===== src/rtl/mfc_pkg.sv =====
`default_nettype none
package mfc_pkg;

	// frame layout
	localparam int SAMPLES_PER_FRAME = 100;
	localparam int HEADER_BYTES      = 36;
	localparam int TRAILER_BYTES     = 12;
	localparam int BYTES_PER_SAMPLE  = 12;
	localparam int DATA_BYTES        = BYTES_PER_SAMPLE * SAMPLES_PER_FRAME;
	localparam int FRAME_BYTES       = HEADER_BYTES + DATA_BYTES + TRAILER_BYTES;
	localparam int POS_W             = $clog2(FRAME_BYTES);

	// field widths
	localparam int BYTE_W   = 8;
	localparam int AXIS_W   = 2;
	localparam int SAMPLE_W = 8;
	localparam int VALUE_W  = 32;
	localparam int HALF_W   = 16;
	localparam int SCALE_W  = 32;
	localparam int OFFS_W   = 48;
	localparam int PROD_W   = HALF_W + SCALE_W;
	localparam int CFG_IDX_W = 3;

	// fixed point: Q.28 sum to Q.8 result
	localparam int SCALE_FRAC = 28;
	localparam int OUT_FRAC   = 8;
	localparam int DROP_BITS  = SCALE_FRAC - OUT_FRAC;
	localparam int SUM_W      = 54;
	localparam int Q_W        = SUM_W - DROP_BITS;

	// stream widths
	localparam int S_DATA_W = 8;
	localparam int M_DATA_W = 48;

	typedef logic [AXIS_W-1:0] axis_t;

	localparam axis_t AXIS_X = 2'd0;
	localparam axis_t AXIS_Y = 2'd1;
	localparam axis_t AXIS_Z = 2'd2;

	typedef enum logic [CFG_IDX_W-1:0] {
		REG_X_DAC   = 3'd0,
		REG_X_ADC   = 3'd1,
		REG_Y_DAC   = 3'd2,
		REG_Y_ADC   = 3'd3,
		REG_Z_DAC   = 3'd4,
		REG_Z_ADC   = 3'd5,
		REG_OFFSETS = 3'd6
	} cfg_reg_t;

endpackage
`default_nettype wire


===== src/rtl/magnetometer_frame_converter.sv =====
`default_nettype none
// Magnetometer frame converter
// Input channel s_*: one frame byte per request in s_tdata, s_tuser high marks
// the byte as byte 0 of a frame (the byte counter restarts, any partial word is
// dropped). Without a marker the counter wraps by itself after the trailer.
// Output channel m_*: one converted axis value per completed 32-bit axis word,
// m_tlast high on the Z value of the final sample of a frame.
// Config port: cfg_we writes cfg_data into register cfg_index in the same
// clock edge; write only while no request is in flight.
// Throughput: one byte per cycle while s_tready is high; a result at most every fourth byte.
// The result of the fourth byte of a word reaches m_* through the input
// register, the multiplier register, and rounding and saturation into the
// output register.
// The three stages hold independently, so a stalled output blocks the input
// only once every stage carries a result; s_tready then drops.
// Reset clears the configuration, the valid flags and the frame position; the
// first byte after reset is frame byte 0.
module magnetometer_frame_converter (
	input  wire logic                         clk,
	input  wire logic                         arst_n,
	input  wire logic                         s_tvalid,
	output logic                              s_tready,
	input  wire logic [mfc_pkg::S_DATA_W-1:0] s_tdata,   // [7:0] data_byte
	input  wire logic                         s_tuser,   // [0] frame_start
	output logic                              m_tvalid,
	input  wire logic                         m_tready,
	// [1:0] axis, [9:2] sample_index, [41:10] field_value, [47:42] zero
	output logic [mfc_pkg::M_DATA_W-1:0]      m_tdata,
	output logic                              m_tlast,   // last_value
	input  wire logic                         cfg_we,
	input  wire logic [mfc_pkg::CFG_IDX_W-1:0] cfg_index,
	input  wire logic [mfc_pkg::OFFS_W-1:0]   cfg_data
);
	import mfc_pkg::*;

	// configuration
	logic signed [SCALE_W-1:0] dac_scale_q [3];
	logic signed [SCALE_W-1:0] adc_scale_q [3];
	logic [OFFS_W-1:0]         offsets_q;

	// framing state
	logic [POS_W-1:0]    byte_pos_q;
	logic [23:0]         word_asm_q;
	logic [SAMPLE_W-1:0] sample_cnt_q;
	axis_t               axis_cnt_q;

	// stage 1: assembled word
	logic                v_s1;
	logic [31:0]         word_s1;
	axis_t               axis_s1;
	logic [SAMPLE_W-1:0] sample_s1;
	logic                last_s1;

	// stage 2: products
	logic                      v_s2;
	logic signed [PROD_W-1:0]  prod_d_s2;
	logic signed [PROD_W-1:0]  prod_a_s2;
	logic signed [HALF_W-1:0]  off_s2;
	axis_t                     axis_s2;
	logic [SAMPLE_W-1:0]       sample_s2;
	logic                      last_s2;

	// stage 3: output register
	logic                v_s3;
	axis_t               axis_s3;
	logic [SAMPLE_W-1:0] sample_s3;
	logic [VALUE_W-1:0]  value_s3;
	logic                last_s3;

	logic adv_s3, adv_s2, adv_s1, s_acc;

	// per-stage hand-off
	assign adv_s3   = !v_s3 || m_tready;
	assign adv_s2   = !v_s2 || adv_s3;
	assign adv_s1   = !v_s1 || adv_s2;
	assign s_tready = adv_s1;
	assign s_acc    = s_tvalid && s_tready;

	// configuration writes
	always_ff @(posedge clk or negedge arst_n) begin
		if (!arst_n) begin
			for (int i = 0; i < 3; i++) begin
				dac_scale_q[i] <= '0;
				adc_scale_q[i] <= '0;
			end
			offsets_q <= '0;
		end else if (cfg_we) begin
			case (cfg_index)
				REG_X_DAC:   dac_scale_q[0] <= cfg_data[SCALE_W-1:0];
				REG_X_ADC:   adc_scale_q[0] <= cfg_data[SCALE_W-1:0];
				REG_Y_DAC:   dac_scale_q[1] <= cfg_data[SCALE_W-1:0];
				REG_Y_ADC:   adc_scale_q[1] <= cfg_data[SCALE_W-1:0];
				REG_Z_DAC:   dac_scale_q[2] <= cfg_data[SCALE_W-1:0];
				REG_Z_ADC:   adc_scale_q[2] <= cfg_data[SCALE_W-1:0];
				REG_OFFSETS: offsets_q <= cfg_data;
				default:     ;
			endcase
		end
	end

	// byte position and word assembly
	logic [POS_W-1:0]    pos;
	logic [POS_W:0]      pos_inc;
	logic [POS_W-1:0]    pos_next;
	logic [POS_W-1:0]    data_off;
	logic                in_data, word_done, frame_restart;
	logic [23:0]         asm_cur;
	logic [SAMPLE_W-1:0] sample_cur;
	axis_t               axis_cur, axis_sel;

	always_comb begin
		pos = s_tuser ? '0 : byte_pos_q;
		if (32'(pos) >= FRAME_BYTES) begin
			pos = '0;
		end
		frame_restart = (pos == '0);
		asm_cur    = frame_restart ? '0 : word_asm_q;
		sample_cur = frame_restart ? '0 : sample_cnt_q;
		axis_cur   = frame_restart ? AXIS_X : axis_cnt_q;
		axis_sel   = (axis_cur > AXIS_Z) ? AXIS_Z : axis_cur;
		in_data    = (32'(pos) >= HEADER_BYTES) && (32'(pos) < HEADER_BYTES + DATA_BYTES);
		data_off   = pos - POS_W'(HEADER_BYTES);
		word_done  = in_data && (data_off[1:0] == 2'd3);
		pos_inc    = {1'b0, pos} + 1'b1;
		pos_next   = (32'(pos_inc) >= FRAME_BYTES) ? '0 : pos_inc[POS_W-1:0];
	end

	always_ff @(posedge clk or negedge arst_n) begin
		if (!arst_n) begin
			byte_pos_q   <= '0;
			word_asm_q   <= '0;
			sample_cnt_q <= '0;
			axis_cnt_q   <= AXIS_X;
		end else if (s_acc) begin
			byte_pos_q <= pos_next;
			if (in_data && !word_done) begin
				word_asm_q <= {asm_cur[15:0], s_tdata};
			end else begin
				word_asm_q <= asm_cur;
			end
			if (word_done && axis_sel == AXIS_Z) begin
				axis_cnt_q   <= AXIS_X;
				sample_cnt_q <= sample_cur + 1'b1;
			end else if (word_done) begin
				axis_cnt_q   <= axis_sel + 1'b1;
				sample_cnt_q <= sample_cur;
			end else begin
				axis_cnt_q   <= axis_cur;
				sample_cnt_q <= sample_cur;
			end
		end
	end

	// stage 1 register
	always_ff @(posedge clk or negedge arst_n) begin
		if (!arst_n) begin
			v_s1 <= 1'b0;
		end else if (adv_s1) begin
			v_s1 <= s_acc && word_done;
		end
	end

	always_ff @(posedge clk) begin
		if (adv_s1) begin
			word_s1   <= {asm_cur, s_tdata};
			axis_s1   <= axis_sel;
			sample_s1 <= sample_cur;
			last_s1   <= (axis_sel == AXIS_Z) && (32'(sample_cur) == SAMPLES_PER_FRAME - 1);
		end
	end

	// scale multiplies
	logic signed [HALF_W-1:0]  dac_cnt, adc_cnt, off_sel;
	logic signed [SCALE_W-1:0] dac_sc, adc_sc;
	logic signed [PROD_W-1:0]  prod_d, prod_a;

	always_comb begin
		dac_cnt = word_s1[31:16];
		adc_cnt = word_s1[15:0];
		case (axis_s1)
			AXIS_X: begin
				dac_sc  = dac_scale_q[0];
				adc_sc  = adc_scale_q[0];
				off_sel = offsets_q[15:0];
			end
			AXIS_Y: begin
				dac_sc  = dac_scale_q[1];
				adc_sc  = adc_scale_q[1];
				off_sel = offsets_q[31:16];
			end
			default: begin
				dac_sc  = dac_scale_q[2];
				adc_sc  = adc_scale_q[2];
				off_sel = offsets_q[47:32];
			end
		endcase
		prod_d = dac_cnt * dac_sc;
		prod_a = adc_cnt * adc_sc;
	end

	// stage 2 register
	always_ff @(posedge clk or negedge arst_n) begin
		if (!arst_n) begin
			v_s2 <= 1'b0;
		end else if (adv_s2) begin
			v_s2 <= v_s1;
		end
	end

	always_ff @(posedge clk) begin
		if (adv_s2) begin
			prod_d_s2 <= prod_d;
			prod_a_s2 <= prod_a;
			off_s2    <= off_sel;
			axis_s2   <= axis_s1;
			sample_s2 <= sample_s1;
			last_s2   <= last_s1;
		end
	end

	// sum, round to nearest (ties up) and saturate
	localparam logic signed [SUM_W-1:0] ROUND_HALF = SUM_W'(1) <<< (DROP_BITS - 1);
	localparam logic signed [Q_W-1:0]   Q_MAX = Q_W'(32'h7FFF_FFFF);
	localparam logic signed [Q_W-1:0]   Q_MIN = -Q_MAX - Q_W'(1);

	logic signed [SUM_W-1:0]  sum;
	logic signed [SUM_W-1:0]  sum_sh;
	logic signed [Q_W-1:0]    q8;
	logic [VALUE_W-1:0]       value_sat;

	always_comb begin
		sum    = SUM_W'(prod_d_s2) + SUM_W'(prod_a_s2)
		       + (SUM_W'(off_s2) <<< SCALE_FRAC) + ROUND_HALF;
		sum_sh = sum >>> DROP_BITS;
		q8     = sum_sh[Q_W-1:0];
		if (q8 > Q_MAX) begin
			value_sat = Q_MAX[VALUE_W-1:0];
		end else if (q8 < Q_MIN) begin
			value_sat = Q_MIN[VALUE_W-1:0];
		end else begin
			value_sat = q8[VALUE_W-1:0];
		end
	end

	// stage 3: output register
	always_ff @(posedge clk or negedge arst_n) begin
		if (!arst_n) begin
			v_s3 <= 1'b0;
		end else if (adv_s3) begin
			v_s3 <= v_s2;
		end
	end

	always_ff @(posedge clk) begin
		if (adv_s3) begin
			axis_s3   <= axis_s2;
			sample_s3 <= sample_s2;
			value_s3  <= value_sat;
			last_s3   <= last_s2;
		end
	end

	assign m_tvalid = v_s3;
	assign m_tdata  = {(M_DATA_W - AXIS_W - SAMPLE_W - VALUE_W)'(0), value_s3, sample_s3, axis_s3};
	assign m_tlast  = last_s3;

`ifndef SYNTHESIS
	// input stalls only when every stage holds a result
	a_stall_full: assert property (@(posedge clk) disable iff (!arst_n)
		!s_tready |-> (v_s1 && v_s2 && v_s3 && !m_tready))
		else $error("input stalled with a free stage");

	// frame position stays inside the frame
	a_pos_range: assert property (@(posedge clk) disable iff (!arst_n)
		32'(byte_pos_q) < FRAME_BYTES)
		else $error("byte position beyond frame");

	// last flag only on the Z value of the final sample
	a_last_z: assert property (@(posedge clk) disable iff (!arst_n)
		(m_tvalid && m_tlast) |->
		(axis_s3 == AXIS_Z && 32'(sample_s3) == SAMPLES_PER_FRAME - 1))
		else $error("last flag on wrong value");

	// no axis code beyond Z reaches the output
	a_axis_range: assert property (@(posedge clk) disable iff (!arst_n)
		m_tvalid |-> (axis_s3 == AXIS_X || axis_s3 == AXIS_Y || axis_s3 == AXIS_Z))
		else $error("bad axis code on output");

	// a completed word reaches stage 1 on the next edge
	a_word_load: assert property (@(posedge clk) disable iff (!arst_n)
		(s_acc && word_done) |=> v_s1)
		else $error("completed word lost");
`endif

endmodule
`default_nettype wire

===== config.mk =====
export PLATFORM = sky130hd
export DESIGN_NAME = magnetometer_frame_converter
export DESIGN_NICKNAME = d
export VERILOG_FILES = /design/src/rtl/mfc_pkg.sv /design/src/rtl/magnetometer_frame_converter.sv
export SDC_FILE = /design/constraint.sdc
export NUM_CORES = 2
export LEC_CHECK = 0
export BUFFER_PORTS_ARGS = -buffer_cell sky130_fd_sc_hd__buf_2
export CORE_UTILIZATION = 35
export CTS_CLUSTER_SIZE = 28
export DETAILED_ROUTE_END_ITERATION = 10
export MAX_ROUTING_LAYER = met4
export SETUP_SLACK_MARGIN = 0.02
export SKIP_CTS_REPAIR_TIMING = 1
export SYNTH_ARGS = -nofsm -noshare
export SYNTH_HDL_FRONTEND = slang
export SYNTH_SLANG_ARGS = --single-unit

===== constraint.sdc =====
create_clock -name clk -period 6.6 [get_ports clk]
set_input_delay 1.32 -clock clk [delete_from_list [all_inputs] [get_ports clk]]
set_output_delay 1.32 -clock clk [all_outputs]
set_load 0.005 [all_outputs]

## After elaboration in Yosys (flattened, before gate mapping)

Cells that the tools add are included.

| word-level totals | value |
|---|---|
| bits in registers | 497 |
| output and inout bits | 51 |

| operators by class | value |
|---|---|
| $mul | 2 |
| magnitude comparators | 7 |
| add/subtract/negate cells | 7 |
| reductions and logical operators | 24 |
| eq/ne operators | 10 |
| muxes and demuxes | 15 |

Operator list:

| kind | count |
|---|---|
| 32-bit one-hot mux with 2 select lines | 2 |
| 16-bit by 32-bit multiplier with 48-bit output | 2 |
| 50-bit by 21-bit adder with 51-bit output, second input constant | 1 |
| 49-bit by 44-bit adder with 50-bit output | 1 |
| 48-bit by 48-bit adder with 49-bit output | 1 |
| 24-bit two-way mux | 2 |
| 11-bit two-way mux | 3 |
| 31-bit by 32-bit greater-than comparator with 1-bit output, second input constant | 1 |
| 31-bit by 32-bit less-than comparator with 1-bit output, second input constant | 1 |
| 32-bit two-way mux | 1 |
| 16-bit one-hot mux with 2 select lines | 1 |
| 8-bit two-way mux | 2 |
| 2-bit AND reduction | 7 |
| 11-bit by 1-bit adder with 12-bit output, second input constant | 1 |
| 12-bit by 11-bit >= comparator with 1-bit output, second input constant | 1 |
| 11-bit >= comparator, second input constant | 1 |
| 11-bit by 6-bit >= comparator with 1-bit output, second input constant | 1 |
| 11-bit zero test | 1 |
| 11-bit less-than comparator, second input constant | 1 |
| 3-bit == test, second input constant | 3 |
| 8-bit by 1-bit adder with 8-bit output, second input constant | 1 |
| 8-bit by 7-bit == test with 1-bit output, second input constant | 1 |
| 2-bit two-way mux | 4 |
| 1-bit logical AND | 7 |
| 11 further kinds | 18 |

## Depth between registers and ports, before layout

| logic depth | value |
|---|---|
| depth after elaboration | 10 |
| depth in mapped cells | 30 |

## Worst setup path before layout

No wires, ideal clock.

| timing | value |
|---|---|
| path type | register to register |
| start point | register axis_s1[0] |
| end point | register prod_a_s2[47], data pin |
| slack | -0.679 ns |
| cell stages (with the launch flop) | 26 |
| required time | 6.340 ns |
| period minus slack after synthesis | 7.279 ns |
| data arrival time | 7.019 ns |
| cell sequence | edfxtp_1 > clkbuf_1 > clkbuf_1 > mux2i_1 > o21ai_0 > clkbuf_1 > nand2_1 > fa_1 > fa_1 > fa_1 > inv_1 > fa_1 > fa_1 > inv_1 > fa_1 > inv_1 > ha_1 > a21oi_1 > o21ai_1 > a221oi_2 > a21oi_2 > or3b_4 > a311oi_4 > o2111ai_1 > a21oi_1 > xnor2_1 |

| on the way | value |
|---|---|
| word-level cells in the longest chain between the ends | 3 |

RTL lines:

| element | RTL line | source |
|---|---|---|
| start: declaration | magnetometer_frame_converter.sv:50 | `axis_t axis_s1;` |
| start signal: assignment | magnetometer_frame_converter.sv:166 | `axis_s1 <= axis_sel;` |
| 2-bit by 1-bit == test with 1-bit output or 2-bit zero test (tied branches) | magnetometer_frame_converter.sv:180 | `case (axis_s1)` |
| 32-bit one-hot mux with 2 select lines * | magnetometer_frame_converter.sv:180 |  |
| 16-bit by 32-bit multiplier with 48-bit output * | magnetometer_frame_converter.sv:198 | `prod_a = adc_cnt * adc_sc;` |
| via prod_a[47] | magnetometer_frame_converter.sv:175 | `logic signed [PROD_W-1:0] prod_d, prod_a;` |
| end signal: assignment | magnetometer_frame_converter.sv:213 | `prod_a_s2 <= prod_a;` |
| end: declaration | magnetometer_frame_converter.sv:57 | `logic signed [PROD_W-1:0] prod_a_s2;` |

Mark *: on every way through the listed nets, which the timed path passes. The rest lies on a longest branch.
A chain may end at the register's enable or synchronous reset.

## Worst setup path in the final report

| timing | value |
|---|---|
| start point | register axis_s1[0] |
| end point | register prod_a_s2[46], data pin |

The elaborated chain is that of the path after synthesis.

==> results by group <==
Power and ir drop
  • Leakage power: 0.0333 uW
  • Clock network power share: 0.100
  • Pwr/cell area: 481 nW/um2
  • Switch Pwr: 15000 uW
  • Internal: 18400 uW
  • Sequential fraction of design power: 0.150
  • Net Sw Frac: 0.449
  • Comb pwr share: 0.751
  • PnR Total Power: 33300 uW
  • VDD IR max: 0.741 mV

Layout
  • P&R area growth vs syn: 19.8%
  • Final Core Density: 0.424
  • Seq. cell area: 13500 um2
  • Share of cells above drive strength 1: 0.213
  • Fin nets: 7588
  • Area of the multi-input gates: 40600 um2
  • Layout fillers: 15504
  • Non-Filler Instances: 8466

Logic synthesis
  • Synth Register Bits: 497
  • Netlist cell types: 83
  • Avg Cell Area, Syn: 10.2 um2
  • Cells after synthesis: 5688
  • EDFF count, synth: 209
  • Post-synth top cells: 1117 x inv_1, 992 x fa_1, 743 x nand2_1, 431 x and2_1, 306 x ha_1
  • Post-synth top area share: 0.343
  • Mapped cell area: 57900 um2
  • Fraction of registers with async set/reset: 0.579
  • Yosys warns: 0
  • Top cells by area, synth: fa_1 34%, dfrtp_1 12%, edfxtp_1 11%, inv_1 7.2%, ha_1 6.6%
  • Most common cell in the netlist: inv_1
  • Sequential fraction of the synthesis area: 0.233
  • Cell taking the most area after synthesis: fa_1
  • Post-synth top flop: dfrtp_1

Global routing
  • Total GRT Usage: 0.209
  • GRT overflow: 0
  • Initial antenna violation count: 27
  • Pin count of the biggest net entering global routing: 110
  • First-pass GRT wire length: 261 mm
  • Vias in the first global route: 43517

Placement
  • Cell count after placement: 8299
  • GP Congestion: 0.918
  • Port buffer count: 109
  • DP Wirelength: 137 mm

Drt
  • Residual DRC count: 0
  • Drt first pass iters: 5
  • WL/cell: 20.1 um
  • Final Routed Wirelength: 170 mm
  • Routed vias: 41511
  • ANT nets after route: 0
  • Initial DRC count: 2609
  • DR vias/cell: 4.90

Die
  • Die Y: 409 um
  • Placeable core area: 164000 um2
  • # rows: 148
  • Die area: 167000 um2
  • DIE WIDTH: 409 um
  • Io pins: 116
  • Initial core utilization: 0.354

CTS
  • H-tree Lvls: 2
  • Clk buf depth: 3
  • CTS Sinks: 497
  • CTS tree: done
  • CTS Root Cell: clkbuf_16
  • Latest clock arrival within the worst-skew pair: 670 ps
  • Total clock buffers created by CTS: 56
  • Clock transition at the registers of the reported paths: 60 ps

Worst setup path
  • WP data arrival: 7450 ps
  • Crit Path Class: flip-flop to flip-flop
  • CP Launch Type: flip-flop
  • Worst setup startpoint: axis_s1[0]
  • Worst Path Required: 6990 ps
  • CP max FO: 7
  • R2r startpoint: axis_s1[0]
  • Setup crit end kind: flip-flop

Timing
  • Slew HR: 0.287
  • Fin crit period: 7060 ps
  • Total negative slack: -11090 ps
  • Fin. Hold Viols: 0
  • Fmax: 142 MHz
  • Worst-margin pin slew: 1070 ps
  • RSZ-0062 raised after global routing: yes
  • Max Slew Vio Count: 0
  • Setup ws final: -457 ps
  • Final Cycle Share: 1.07
  • Final Setup Violations: 51
  • Layout Skew: 39.8 ps

Run status
  • Failing checks: negative setup slack
  • Outcome: complete, but fails checks

Job
  • MaxCap Viol Count: 0

Min path
  • Hold_sp: sample_s1[6]
  • Hold Path Class: flip-flop to flip-flop
[final timing paths]
check / to / depth (start not counted) / slack, ps
worst max-delay path: prod_a_s2[46] / 25 / -460
worst min-delay path: sample_s2[6] / 0 / 410
worst max register to register: prod_a_s2[46] / 25 / -460
worst min register to register: sample_s2[6] / 0 / 410
max in group asynchronous: dac_scale_q[11] / 2 / 4490
min in group asynchronous: byte_pos_q[4] / 1 / 690
[layout by cell type, fill, tap and decap left out, types with 19 or more instances in the layout]
cell type,n
a21o_1,69
a21oi_1,108
a21oi_2,30
a22o_1,28
and2_1,422
buf_12,70
buf_2,109
buf_4,520
buf_6,26
clkbuf_16,59
dfrtp_1,288
edfxtp_1,209
fa_1,973
fa_2,19
ha_1,275
ha_4,30
inv_1,1108
mux2_2,240
mux2i_1,68
nand2_1,731
nand3_1,39
nand4_1,26
nor2_1,116
nor2b_1,35
nor3_1,21
o21ai_0,73
o21ai_1,43
o21ai_2,34
xnor2_1,84
xor2_1,41
[area by class of cell]
cell class	count	area share
clock buffers	65	0.0216
diodes	18	0.000649
clock inverters	41	0.00678
well taps	2175	0.0392
repair buffers	734	0.0910
multi-input cells	3819	0.586
inverters	1117	0.0604
flip-flops and latches	497	0.194
[worst max-delay path: stages (launching register included)]
cell      delay [ps]
edfxtp_1         470
buf_12           200
buf_6            140
buf_4            150
mux2i_4          190
o21ai_4          210
buf_12           170
nand2_1           80
fa_1             570
fa_1             440
fa_1             530
inv_1             60
fa_2             580
fa_2             470
fa_1             590
ha_4             250
and2_1           150
and3_4           190
a21oi_4          160
o21ai_2          100
a41oi_2          160
buf_4            150
o211ai_1         150
a311o_1          400
a21oi_2          140
xnor2_1           70
[power groups by stage]
| stage | clock (uW) | sequential [uW] | combinational [uW] |
|---|---|---|---|
| 2_1_floorplan | 0 | 4800 | 12900 |
| 3_3_place_gp | 0 | 5020 | 21700 |
| 5_1_grt | 3520 | 5050 | 27500 |
| 3_5_place_dp | 0 | 5040 | 22000 |
| 6_report | 3320 | 4990 | 25000 |
| 4_1_cts | 3400 | 4990 | 22100 |
[metal layers]
metal  up-vias  wire, um  part of all wire  GRT usage
met5         -         0                 0          -
met4         0      4350             0.026     0.0453
met3       200     11100             0.065     0.0337
met2      1102     79100              0.46      0.327
met1     21465     75900              0.45      0.285
li1      18744         -                 -          -
[registers in the layout, indices dropped and copies added (netlist names), 11 cells and up]
name         flops
adc_scale_q     96
byte_pos_q      11
dac_scale_q     96
off_s2          16
offsets_q       48
prod_a_s2       48
prod_d_s2       48
value_s3        32
word_asm_q      24
word_s1         32
[metrics by stage]
| stage | worst slack, ps | area (um2) | hold WS [ps] |
|---|---|---|---|
| 2_1_floorplan | -72.3 | 58500 | 400 |
| 3_5_place_dp | -679 | 65600 | 406 |
| 3_3_place_gp | -657 | 65600 | 403 |
| 5_1_grt | -679 | 69300 | 413 |
| 6_report | -457 | 69400 | 414 |
| 4_1_cts | -732 | 67500 | 417 |
[cell families after synthesis]
logic type	after synthesis	synth area share
AND/OR/NAND/NOR	1513	0.126
buffers and inverters	1378	0.0902
adder cells (fa/ha/maj)	1298	0.409
AO/OA/AOI/OAI	550	0.0611
flip-flops	497	0.233
multiplexers	321	0.0607
XOR/XNOR	130	0.0197
other	1	0.0000648
(Power assumes the default switching activity.)
